File: config.mk
export PLATFORM = sky130hd
export DESIGN_NAME = cnfc_ctrl
export DESIGN_NICKNAME = d
export VERILOG_FILES = /design/src/design/cnfc_pkg.sv /design/src/design/cnfc_ctrl.sv
export SDC_FILE = /design/constraint.sdc
export NUM_CORES = 1
export LEC_CHECK = 0
export BUFFER_PORTS_ARGS = -buffer_cell sky130_fd_sc_hd__buf_2
export CORE_AREA = 2 2 39 41
export CTS_CLUSTER_SIZE = 16
export DETAILED_ROUTE_END_ITERATION = 6
export DIE_AREA = 0 0 41 43
export PLACE_DENSITY = 0.65
export SLEW_MARGIN = 20
export SYNTH_ARGS = -nofsm -noshare
export SYNTH_HDL_FRONTEND = slang
export SYNTH_SLANG_ARGS = --single-unit
File: constraint.sdc
create_clock -name clk -period 1.2 [get_ports clk]
set_input_delay 0.18 -clock clk [delete_from_list [all_inputs] [get_ports clk]]
set_output_delay 0.18 -clock clk [all_outputs]
set_load 0.01 [all_outputs]
File: src/design/cnfc_pkg.sv
// Package for the CNF clause conditioning block.
// Holds payload words, request and assignment codes, controller types and defaults.
// No dependencies.
package cnfc_pkg;

	localparam int NUM_VARS_DEF       = 65536;
	localparam int MAX_CLAUSE_LEN_DEF = 32;
	localparam int VAR_W              = 16;
	localparam int TBL_DEPTH_MAX      = 65536;
	localparam int VAR_LIM_W          = 25;

	localparam logic [1:0] REQ_UNIT  = 2'd0;
	localparam logic [1:0] REQ_LIT   = 2'd1;
	localparam logic [1:0] REQ_CLEAR = 2'd2;

	localparam logic [1:0] ASG_NONE = 2'd0;
	localparam logic [1:0] ASG_POS  = 2'd1;
	localparam logic [1:0] ASG_NEG  = 2'd2;

	typedef struct packed {
		logic [1:0]       req_type;
		logic [VAR_W-1:0] var_index;
		logic             negated;
		logic             clause_end;
	} req_word_t;

	typedef struct packed {
		logic [VAR_W-1:0] out_var;
		logic             out_negated;
		logic             run_last;
		logic             empty_clause;
		logic             too_long;
	} res_word_t;

	typedef enum logic [2:0] {
		ST_SWEEP,
		ST_IDLE,
		ST_UNIT,
		ST_LIT,
		ST_FIN,
		ST_EREAD,
		ST_EOUT
	} ctrl_state_t;

	typedef enum logic [1:0] {
		OUT_NONE,
		OUT_UNIT,
		OUT_EMPTY,
		OUT_LIT
	} out_sel_t;

	typedef struct packed {
		logic     take_item;
		logic     sweep_start;
		logic     sweep_step;
		logic     tbl_unit_wr;
		logic     lit_eval;
		logic     clause_clear;
		logic     emit_next;
		out_sel_t out_sel;
	} ctrl_cmd_t;

	typedef struct packed {
		logic [1:0] in_req;
		logic       sweep_done;
		logic       unit_ok;
		logic       item_end;
		logic       satisfied;
		logic       cnt_zero;
		logic       emit_last;
		logic       out_free;
	} dp_sts_t;

endpackage

File: src/design/cnfc_ctrl.sv
// Controller state machine of the CNF clause conditioning block.
// Depends on cnfc_pkg; drives the datapath commands from its status.
module cnfc_ctrl (
	input  logic              clk,
	input  logic              arst_n,
	input  logic              req_valid,
	output logic              req_stall,
	input  cnfc_pkg::dp_sts_t sts,
	output cnfc_pkg::ctrl_cmd_t cmd
);

	cnfc_pkg::ctrl_state_t state_q, state_d;

	always_ff @(posedge clk or negedge arst_n) begin
		if (!arst_n) begin
			state_q <= cnfc_pkg::ST_SWEEP;
		end else begin
			state_q <= state_d;
		end
	end

	always_comb begin
		state_d = state_q;
		case (state_q)
			cnfc_pkg::ST_SWEEP: begin
				if (sts.sweep_done) state_d = cnfc_pkg::ST_IDLE;
			end
			cnfc_pkg::ST_IDLE: begin
				if (req_valid) begin
					case (sts.in_req)
						cnfc_pkg::REQ_UNIT:  state_d = cnfc_pkg::ST_UNIT;
						cnfc_pkg::REQ_LIT:   state_d = cnfc_pkg::ST_LIT;
						cnfc_pkg::REQ_CLEAR: state_d = cnfc_pkg::ST_SWEEP;
						default:             state_d = cnfc_pkg::ST_IDLE;
					endcase
				end
			end
			cnfc_pkg::ST_UNIT: begin
				if (!sts.unit_ok || sts.out_free) state_d = cnfc_pkg::ST_IDLE;
			end
			cnfc_pkg::ST_LIT: begin
				state_d = sts.item_end ? cnfc_pkg::ST_FIN : cnfc_pkg::ST_IDLE;
			end
			cnfc_pkg::ST_FIN: begin
				if (sts.satisfied) begin
					state_d = cnfc_pkg::ST_IDLE;
				end else if (sts.cnt_zero) begin
					if (sts.out_free) state_d = cnfc_pkg::ST_IDLE;
				end else begin
					state_d = cnfc_pkg::ST_EREAD;
				end
			end
			cnfc_pkg::ST_EREAD: begin
				state_d = cnfc_pkg::ST_EOUT;
			end
			cnfc_pkg::ST_EOUT: begin
				if (sts.out_free) begin
					state_d = sts.emit_last ? cnfc_pkg::ST_IDLE : cnfc_pkg::ST_EREAD;
				end
			end
			default: state_d = cnfc_pkg::ST_SWEEP;
		endcase
	end

	always_comb begin
		cmd = '0;
		cmd.out_sel = cnfc_pkg::OUT_NONE;
		req_stall = (state_q != cnfc_pkg::ST_IDLE);
		case (state_q)
			cnfc_pkg::ST_SWEEP: begin
				cmd.sweep_step = 1'b1;
			end
			cnfc_pkg::ST_IDLE: begin
				cmd.take_item = req_valid;
				cmd.sweep_start = req_valid && (sts.in_req == cnfc_pkg::REQ_CLEAR);
			end
			cnfc_pkg::ST_UNIT: begin
				if (sts.unit_ok && sts.out_free) begin
					cmd.tbl_unit_wr = 1'b1;
					cmd.out_sel = cnfc_pkg::OUT_UNIT;
				end
			end
			cnfc_pkg::ST_LIT: begin
				cmd.lit_eval = 1'b1;
			end
			cnfc_pkg::ST_FIN: begin
				if (sts.satisfied) begin
					cmd.clause_clear = 1'b1;
				end else if (sts.cnt_zero && sts.out_free) begin
					cmd.out_sel = cnfc_pkg::OUT_EMPTY;
					cmd.clause_clear = 1'b1;
				end
			end
			cnfc_pkg::ST_EREAD: begin
				cmd = '0;
			end
			cnfc_pkg::ST_EOUT: begin
				if (sts.out_free) begin
					cmd.out_sel = cnfc_pkg::OUT_LIT;
					cmd.emit_next = 1'b1;
					cmd.clause_clear = sts.emit_last;
				end
			end
			default: begin
				cmd = '0;
			end
		endcase
	end

endmodule

# Word level (Yosys, flattened, before mapping)
# Cells that the tools add are included.
# classes
n_addsub,0
multipliers,0
div_mod_pow,0
magnitude_cmp,0
eq_ne,14
n_shift,0
mux,25
bitwise_logic,0
reduce_logical,8
# ops
operator,count
$mux 3,9
$pmux 3 s7,1
$pmux 2 s3,2
$eq 3x3->1 const B,3
$mux 1,8
$ne 2x2->1 const B,4
$eq 3x2->1 const B,2
$mux 2,3
$reduce_and 5->1,1
$mux 4,1
$ne 4x4->1 const B,1
$eq 3x1->1 const B,1
$logic_and 1x1->1,3
$logic_not 3->1,1
$ne 3x1->1 const B,1
$eq 2x1->1 const B,1
$eq 2x2->1 const B,1
$logic_not 2->1,1
$pmux 1 s2,1
$logic_not 1->1,1
$logic_or 1x1->1,1
# word_totals
register_bits,3
latch_bits,0
ram_bits,0
rom_bits,0
input_bits,12
out_inout_bits,10
elab_cells,48
mem_count,0

# Longest topological paths before layout
# Gate-level depths: netlist (run 1).
# logic_depth
ltp_word,4
ltp_mapped,5
depth_no_buf,4

# Worst setup path after synthesis (run 1)
# OpenSTA, ideal clock, no wires.
# synth_path
kind,flip-flop to output port
startpoint,register state_q[2]
endpoint,output cmd[7] (netlist name)
arrival_time_ns,1.115
required_ns,1.020
slack_ns,-0.095
stages_incl_launch_ff,6
n_path_buf,1
cell_sequence,dfrtp_1 -> buf_6 -> nand2b_4 -> nor2_2 -> and2_1 -> and3b_1
# synth_lines
element,line_no,rtl
"start, declared",cnfc_ctrl.sv:12,"cnfc_pkg::ctrl_state_t state_q, state_d;"
"start signal, assigned",cnfc_ctrl.sv:16,state_q <= cnfc_pkg::ST_SWEEP;
"start signal, assigned",cnfc_ctrl.sv:18,state_q <= state_d;
"end, declared",cnfc_ctrl.sv:9,output cnfc_pkg::ctrl_cmd_t cmd

==> impl_metrics.py, run 1 <==
metrics = {
    "pwr": {
        "leakage_nw": 0.352,
        "power_density_nw_per_um2": 2470,
        "p_comb_share_pct": 78.0,
        "p_sw_share_pct": 42.6,
        "ir_drop_mv": 0.866,
        "power_frac_clock_pct": 9.5,
        "p_switching_w": 0.000796,
        "pwr-share-seq_pct": 12.5,
        "internal_power_w": 0.00107,
    },
    "global_route": {
        "antenna_found_initial": 0,
        "grt_pass1_vias": 522,
        "grt_max_degree": 9,
        "gr-usage-all-layers_pct": 19.0,
        "top_usage_layer": "met2",
        "grt.overflow.total": 0,
        "grt_pass1_wl_um": 2250,
        "grt_use_met2_pct": 29.4,
        "met1_usage_pct": 23.8,
        "gr-usage-met3_pct": 3.14,
    },
    "detailed_routing": {
        "antenna_left": 0,
        "drt-initial-drc-count": 20,
        "wirelength_um": 1470,
        "vias": 522,
        "drc": 0,
        "wire_per_inst_um": 14.3,
        "via_per_inst": 5.07,
        "firstDrtPassIters": 4,
    },
    "sta": {
        "fmax_mhz": 660,
        "holdWs_ps": 242,
        "hold_viol": 0,
        "drv_slew": 0,
        "setup_slack_ps": -316,
        "finClkSkew_ps": 2.67,
        "rsz0062_at_grt": "true",
        "min_period_ps": 1520,
        "finalSetupViolCount": 13,
        "slew_headroom_pct": 81.3,
        "finalCritPeriodShare_pct": 126,
        "tightest_slew_ps": 276,
    },
    "setup_path": {
        "r2r_setup_slack_ps": -180,
        "crit_required_ps": 1020,
        "path_class": "reg2out",
        "reg2reg_depth": 5,
        "reg2reg_from": "state_q[0]$_DFFE_PN0P_",
        "start_kind": "flip-flop",
        "path_max_fanout": 4,
        "arrival_ps": 1340,
        "crit_end": "cmd[5]",
        "end_kind": "output pin",
        "reg2reg_to": "state_q[0]$_DFFE_PN0P_",
        "cp-startpoint": "state_q[0]$_DFFE_PN0P_",
    },
    "synthesis": {
        "synth_cell_type_count": 25,
        "syn_avg_cell_area_um2": 8.06,
        "synth_top_area_share_pct": 18.6,
        "synth_simple_gate_area_share_pct": 38.8,
        "synth_nets": 62,
        "synth_top_area_cell": "dfrtp_1",
        "synth_xor_area_share_pct": 0,
        "postSynthRegisterBits": 3,
        "synth_area_leaders": "dfrtp_1, nor2_1, buf_6",
        "syn_area_um2": 403,
        "yosys.area_share.adder_pct": 0,
        "ys_warn_count": 0,
        "synth_cells": 50,
        "synth_compound_area_share_pct": 29.5,
        "seq_area_frac_synth_pct": 18.6,
        "synthMuxAreaShare_pct": 0,
        "synth_top_family_by_area": "simple AND/OR/NAND/NOR gates",
    },
    "die": {
        "die-area_um2": 1760,
        "rows": 14,
        "chipWidth_um": 41,
        "start_util_pct": 29.1,
        "io_pins": 22,
        "core_um2": 1380,
        "fp.dieH_um": 43,
    },
    "finish": {
        "multi_input_area_um2": 347,
        "fillers": 122,
        "regMostFlops": "state_q",
        "reg.largest.list": "state_q: 3 flops",
        "final_common_cell": "buf_2",
        "drive_above_1_share_pct": 69.0,
        "nets": 100,
        "final_cell_mix": "buf_2, buf_6, buf_4",
        "largest_reg_flops": 3,
        "diodes": 0,
        "area_delta_synth_final_pct": 87.6,
        "register_area_um2": 77.6,
    },
    "placement": {
        "hpwlAfterDp_um": 912,
        "gp_congestion": 0.824,
        "placement.io_buffers": 21,
        "post-place-ws_ps": -92.0,
    },
    "clocking": {
        "htree_num_levels": 1,
        "clock_sinks": 3,
        "cts_buffers": 3,
        "clk_pin_slew_ps": 30,
        "cts_tree": "built",
        "insertion_delay_ps": 230,
        "clock_path_buffers": 2,
        "clk_root_buffer_cell": "clkbuf_4",
    },
    "status": {
        "violations": "negative setup slack",
        "run_status": "complete, but fails checks",
    },
    "min_path": {
        "hold_class": "in2reg",
        "holdPathStages": 2,
    },
    "flow_run": {
        "cap_violations": 0,
    },
}
how the worst min path moves through the flow:
stage / to / from / slack (ps)
2_1_floorplan: state_q[0]$_DFFE_PN0P_ / arst_n / -120
3_3_place_gp: state_q[1]$_DFFE_PN0P_ / arst_n / -20
3_5_place_dp: state_q[1]$_DFFE_PN0P_ / arst_n / -20
4_1_cts: state_q[0]$_DFFE_PN0P_ / req_valid / 230
5_1_grt: state_q[0]$_DFFE_PN0P_ / req_valid / 250
6_report: state_q[0]$_DFFE_PN0P_ / req_valid / 240
stage by stage:
| stage | cell area (um2) | util, % | instances | power, W | TNS (ps) |
|---|---|---|---|---|---|
| 5_1_grt | 756 | 54.6 | 103 | 0.00198 | -2980 |
| 6_report | 756 | 54.6 | 103 | 0.00187 | -2350 |
| 2_1_floorplan | 417 | - | 50 | 0.000908 | -69.4 |
| 3_3_place_gp | 561 | 40.5 | 91 | 0.00113 | -167 |
| 4_1_cts | 708 | 51.2 | 101 | 0.00167 | -2110 |
| 3_5_place_dp | 561 | 40.5 | 91 | 0.00115 | -325 |
cell families after synthesis:
group / Yosys count
buffers and inverters: 8
DFF: 3
AOI/OAI and AO/OA: 13
and+or+nand+nor: 26
routing by layer:
metal / vias up / wire (um)
li1: 251 / -
met1: 252 / 632
met4: 0 / 0
met3: 0 / 65
met2: 19 / 774
met5: - / 0
final cells by class:
class / instances / area share (%)
Inverter: 5 / 2.81
Sequential cell: 3 / 10.3
Timing Repair Buffer: 36 / 34.9
Tap cell: 16 / 2.65
Clock buffer: 4 / 3.48
Multi-Input combinational cell: 39 / 45.9
timing repair:
item,CTS,global route
buffers inserted,5,5
pin swaps,3,6
cloned,0,0
hold buffers,1,0
hold endpoints to repair,3,0
endpoints found under the setup margin,12,13
gates resized for setup,18,10
worst max-delay path: stages, from the launching register on:
cell	delay [ps]
dfrtp_2	430
nand2b_4	160
or2_4	250
nor3_4	110
buf_2	160
power groups by stage:
stage | Combinational [W] | Sequential (W) | Clock, W
final | 0.00146 | 0.000234 | 0.000177
after global routing | 0.00155 | 0.000238 | 0.000194
after CTS | 0.00126 | 0.000229 | 0.000189
after detailed placement | 0.000918 | 0.000228 | 0
after global placement | 0.000904 | 0.000225 | 0
after floorplan | 0.000718 | 0.000190 | 0
cell usage after synthesis:
master and number:
and3b_1 1, buf_6 3, inv_1 5, nand2b_4 1, nor2_2 1, nor3_1 4, a21oi_1 2, nor2_1 9
nand3b_1 1, a31oi_1 2, a211oi_2 1, nand2b_2 2, or2_1 1, o22ai_1 2, nor2b_1 3, nor3b_1 1
dfrtp_1 3, a2111oi_4 1, o22ai_2 1, o311ai_1 1, o211ai_1 1, o21ai_1 1, and2_1 1, a221o_1 1
nor3_2 1
Note: power is estimated with default switching activity, not from simulation.
==> inputs of run 2 (changes only) <==
--- a/config.mk
+++ b/config.mk
@@ -6,10 +6,10 @@
 export NUM_CORES = 1
 export LEC_CHECK = 0
 export BUFFER_PORTS_ARGS = -buffer_cell sky130_fd_sc_hd__buf_2
-export CORE_AREA = 2 2 39 41
+export CORE_AREA = 8 8 45 47
 export CTS_CLUSTER_SIZE = 16
 export DETAILED_ROUTE_END_ITERATION = 6
-export DIE_AREA = 0 0 41 43
+export DIE_AREA = 0 0 53 55
 export PLACE_DENSITY = 0.65
 export SLEW_MARGIN = 20
 export SYNTH_ARGS = -nofsm -noshare
==> run 2 against run 1 <==
  * The run still ends with negative setup slack left
  * Via count decreased by 5.6%
  * Clock skew increased by 0.51 ps
  * Power decreased by 18%
  * Register-to-register slack improved by 120 ps
  * First-iteration DRC count increased by 5.0%
  * Critical path depth unchanged
  * Maximum frequency increased by 2.3%
  * Combinational power decreased by 23%
  * Critical path type unchanged
  * Critical endpoint unchanged
  * Largest cell class unchanged
  * Highest routed layer unchanged
==> impl_metrics.py, run 2 (synthesized netlist as in run 1, its figures left out) <==
metrics = {
    "finish": {
        "design_area_um2": 669,
        "largest_reg_flops": 3,
        "area_delta_synth_final_pct": 66.1,
        "drive_above_1_share_pct": 67.1,
        "final_cell_mix": "buf_2, buf_4, nor2_1",
        "final_common_cell": "buf_2",
        "fillers": 143,
        "diodes": 0,
        "fin_cells": 101,
        "reg.largest.list": "state_q: 3 flops",
        "regMostFlops": "state_q",
        "nets": 98,
    },
    "detailed_routing": {
        "wl_met2_um": 666,
        "via_per_inst": 4.88,
        "wire_per_inst_um": 12.8,
        "antenna_left": 0,
        "route.met3.wl_um": 66,
        "firstDrtPassIters": 4,
        "drt-initial-drc-count": 21,
        "wirelength_um": 1290,
        "drt-met1-wl_um": 561,
        "drc": 0,
        "vias": 493,
        "top_layer": "met3",
    },
    "die": {
        "core_um2": 1380,
        "die-area_um2": 2920,
        "io_pins": 22,
        "chipWidth_um": 53,
        "fp.dieH_um": 55,
        "start_util_pct": 29.1,
        "rows": 14,
    },
    "sta": {
        "hold_viol": 0,
        "setup_slack_ps": -282,
        "slew_headroom_pct": 82.9,
        "min_period_ps": 1480,
        "finClkSkew_ps": 3.18,
        "rsz0062_at_grt": "true",
        "holdWs_ps": 227,
        "drv_slew": 0,
        "setup_tns_ps": -2090,
        "tightest_slew_ps": 252,
        "fmax_mhz": 675,
        "finalSetupViolCount": 12,
        "finalCritPeriodShare_pct": 123,
    },
    "setup_path": {
        "path_class": "reg2out",
        "crit_family": "simple AND/OR/NAND/NOR gates",
        "end_kind": "output pin",
        "crit_path_cell_trace": "nand2b_4, or2_4, nor3_4, buf_2",
        "slowest_stage": "dfrtp_2",
        "crit_required_ps": 1020,
        "path_max_fanout": 5,
        "reg2reg_depth": 4,
        "crit_buf_inv": 1,
        "arrival_ps": 1300,
        "reg2reg_from": "state_q[0]$_DFFE_PN0P_",
        "r2r_setup_slack_ps": -60,
        "crit_path_max_incr_delay_ps": 440,
        "start_kind": "flip-flop",
        "reg2reg_to": "state_q[0]$_DFFE_PN0P_",
    },
    "pwr": {
        "power_density_nw_per_um2": 2280,
        "leakage_nw": 0.323,
        "total_power_w": 0.00153,
        "ir_drop_mv": 1.02,
    },
    "placement": {
        "placed_area_um2": 576,
        "placement.io_buffers": 21,
        "dp_cells": 93,
        "gp_congestion": 0.847,
        "hpwlAfterDp_um": 1040,
    },
    "global_route": {
        "grt_pass1_wl_um": 2070,
        "gr-usage-all-layers_pct": 9.02,
        "grt_pass1_vias": 513,
        "grt.overflow.total": 0,
        "grt_max_degree": 9,
        "antenna_found_initial": 0,
    },
    "clocking": {
        "clk_root_buffer_cell": "clkbuf_4",
        "cts_buffers": 3,
        "clock_path_buffers": 2,
        "insertion_delay_ps": 230,
        "clk_pin_slew_ps": 40,
        "clock_sinks": 3,
        "htree_num_levels": 1,
        "cts_tree": "built",
    },
    "min_path": {
        "whs_endpoint": "state_q[0]$_DFFE_PN0P_",
        "hold_class": "in2reg",
        "hp-start": "req_valid",
        "holdPathStages": 2,
    },
    "flow_run": {
        "cap_violations": 0,
    },
    "status": {
        "run_status": "complete, but fails checks",
        "violations": "negative setup slack",
    },
}
==> run 2: area by class of cell <==
| class | count | area, um2 | share of cell area, % |
|---|---|---|---|
| Timing Repair Buffer | 34 | 205 | 30.7 |
| Inverter | 5 | 18.8 | 2.80 |
| Multi-Input combinational cell | 39 | 322 | 48.0 |
| Clock buffer | 4 | 26.3 | 3.93 |
| Tap cell | 16 | 20.0 | 2.99 |
| Sequential cell | 3 | 77.6 | 11.6 |
==> run 2: power breakdown <==
group	total (W)	internal [W]	switching, W
combinational	0.00112	0.000593	0.000526
sequential	0.000230	0.000155	0.0000746
clock	0.000178	0.000125	0.0000534
==> run 2: worst max path at each step <==
stage                                start     end  slack, ps  depth (start not counted)
floorplan           state_q[2]$_DFFE_PN0P_  cmd[7]        -60                          5
global placement    state_q[0]$_DFFE_PN0P_  cmd[5]        -40                          4
detailed placement  state_q[0]$_DFFE_PN0P_  cmd[5]        -70                          4
CTS                 state_q[0]$_DFFE_PN0P_  cmd[5]       -290                          4
global route        state_q[0]$_DFFE_PN0P_  cmd[5]       -360                          4
finish              state_q[0]$_DFFE_PN0P_  cmd[5]       -280                          4
==> run 2: metrics by stage <==
| step | setup slack (ps) | util, % |
|---|---|---|
| finish | -282 | 48.4 |
| global route | -356 | 48.4 |
| CTS | -286 | 46.2 |
| detailed placement | -70.2 | 41.6 |
| global placement | -39.7 | 41.6 |
| floorplan | -57.6 | - |
==> run 2: metal layers <==
layer	GRT usage [%]	up-vias
li1	-	247
met1	11.6	228
met2	14.8	18
met3	0.267	0
met4	5.17	0
met5	0	-
==> run 2: repair_timing <==
action	CTS	global route
resized for setup	4	6
pin swaps	4	4
buffers inserted	2	2
setup endpoints to repair	12	13
endpoints found under the hold margin	3	0
hold buffers	1	0
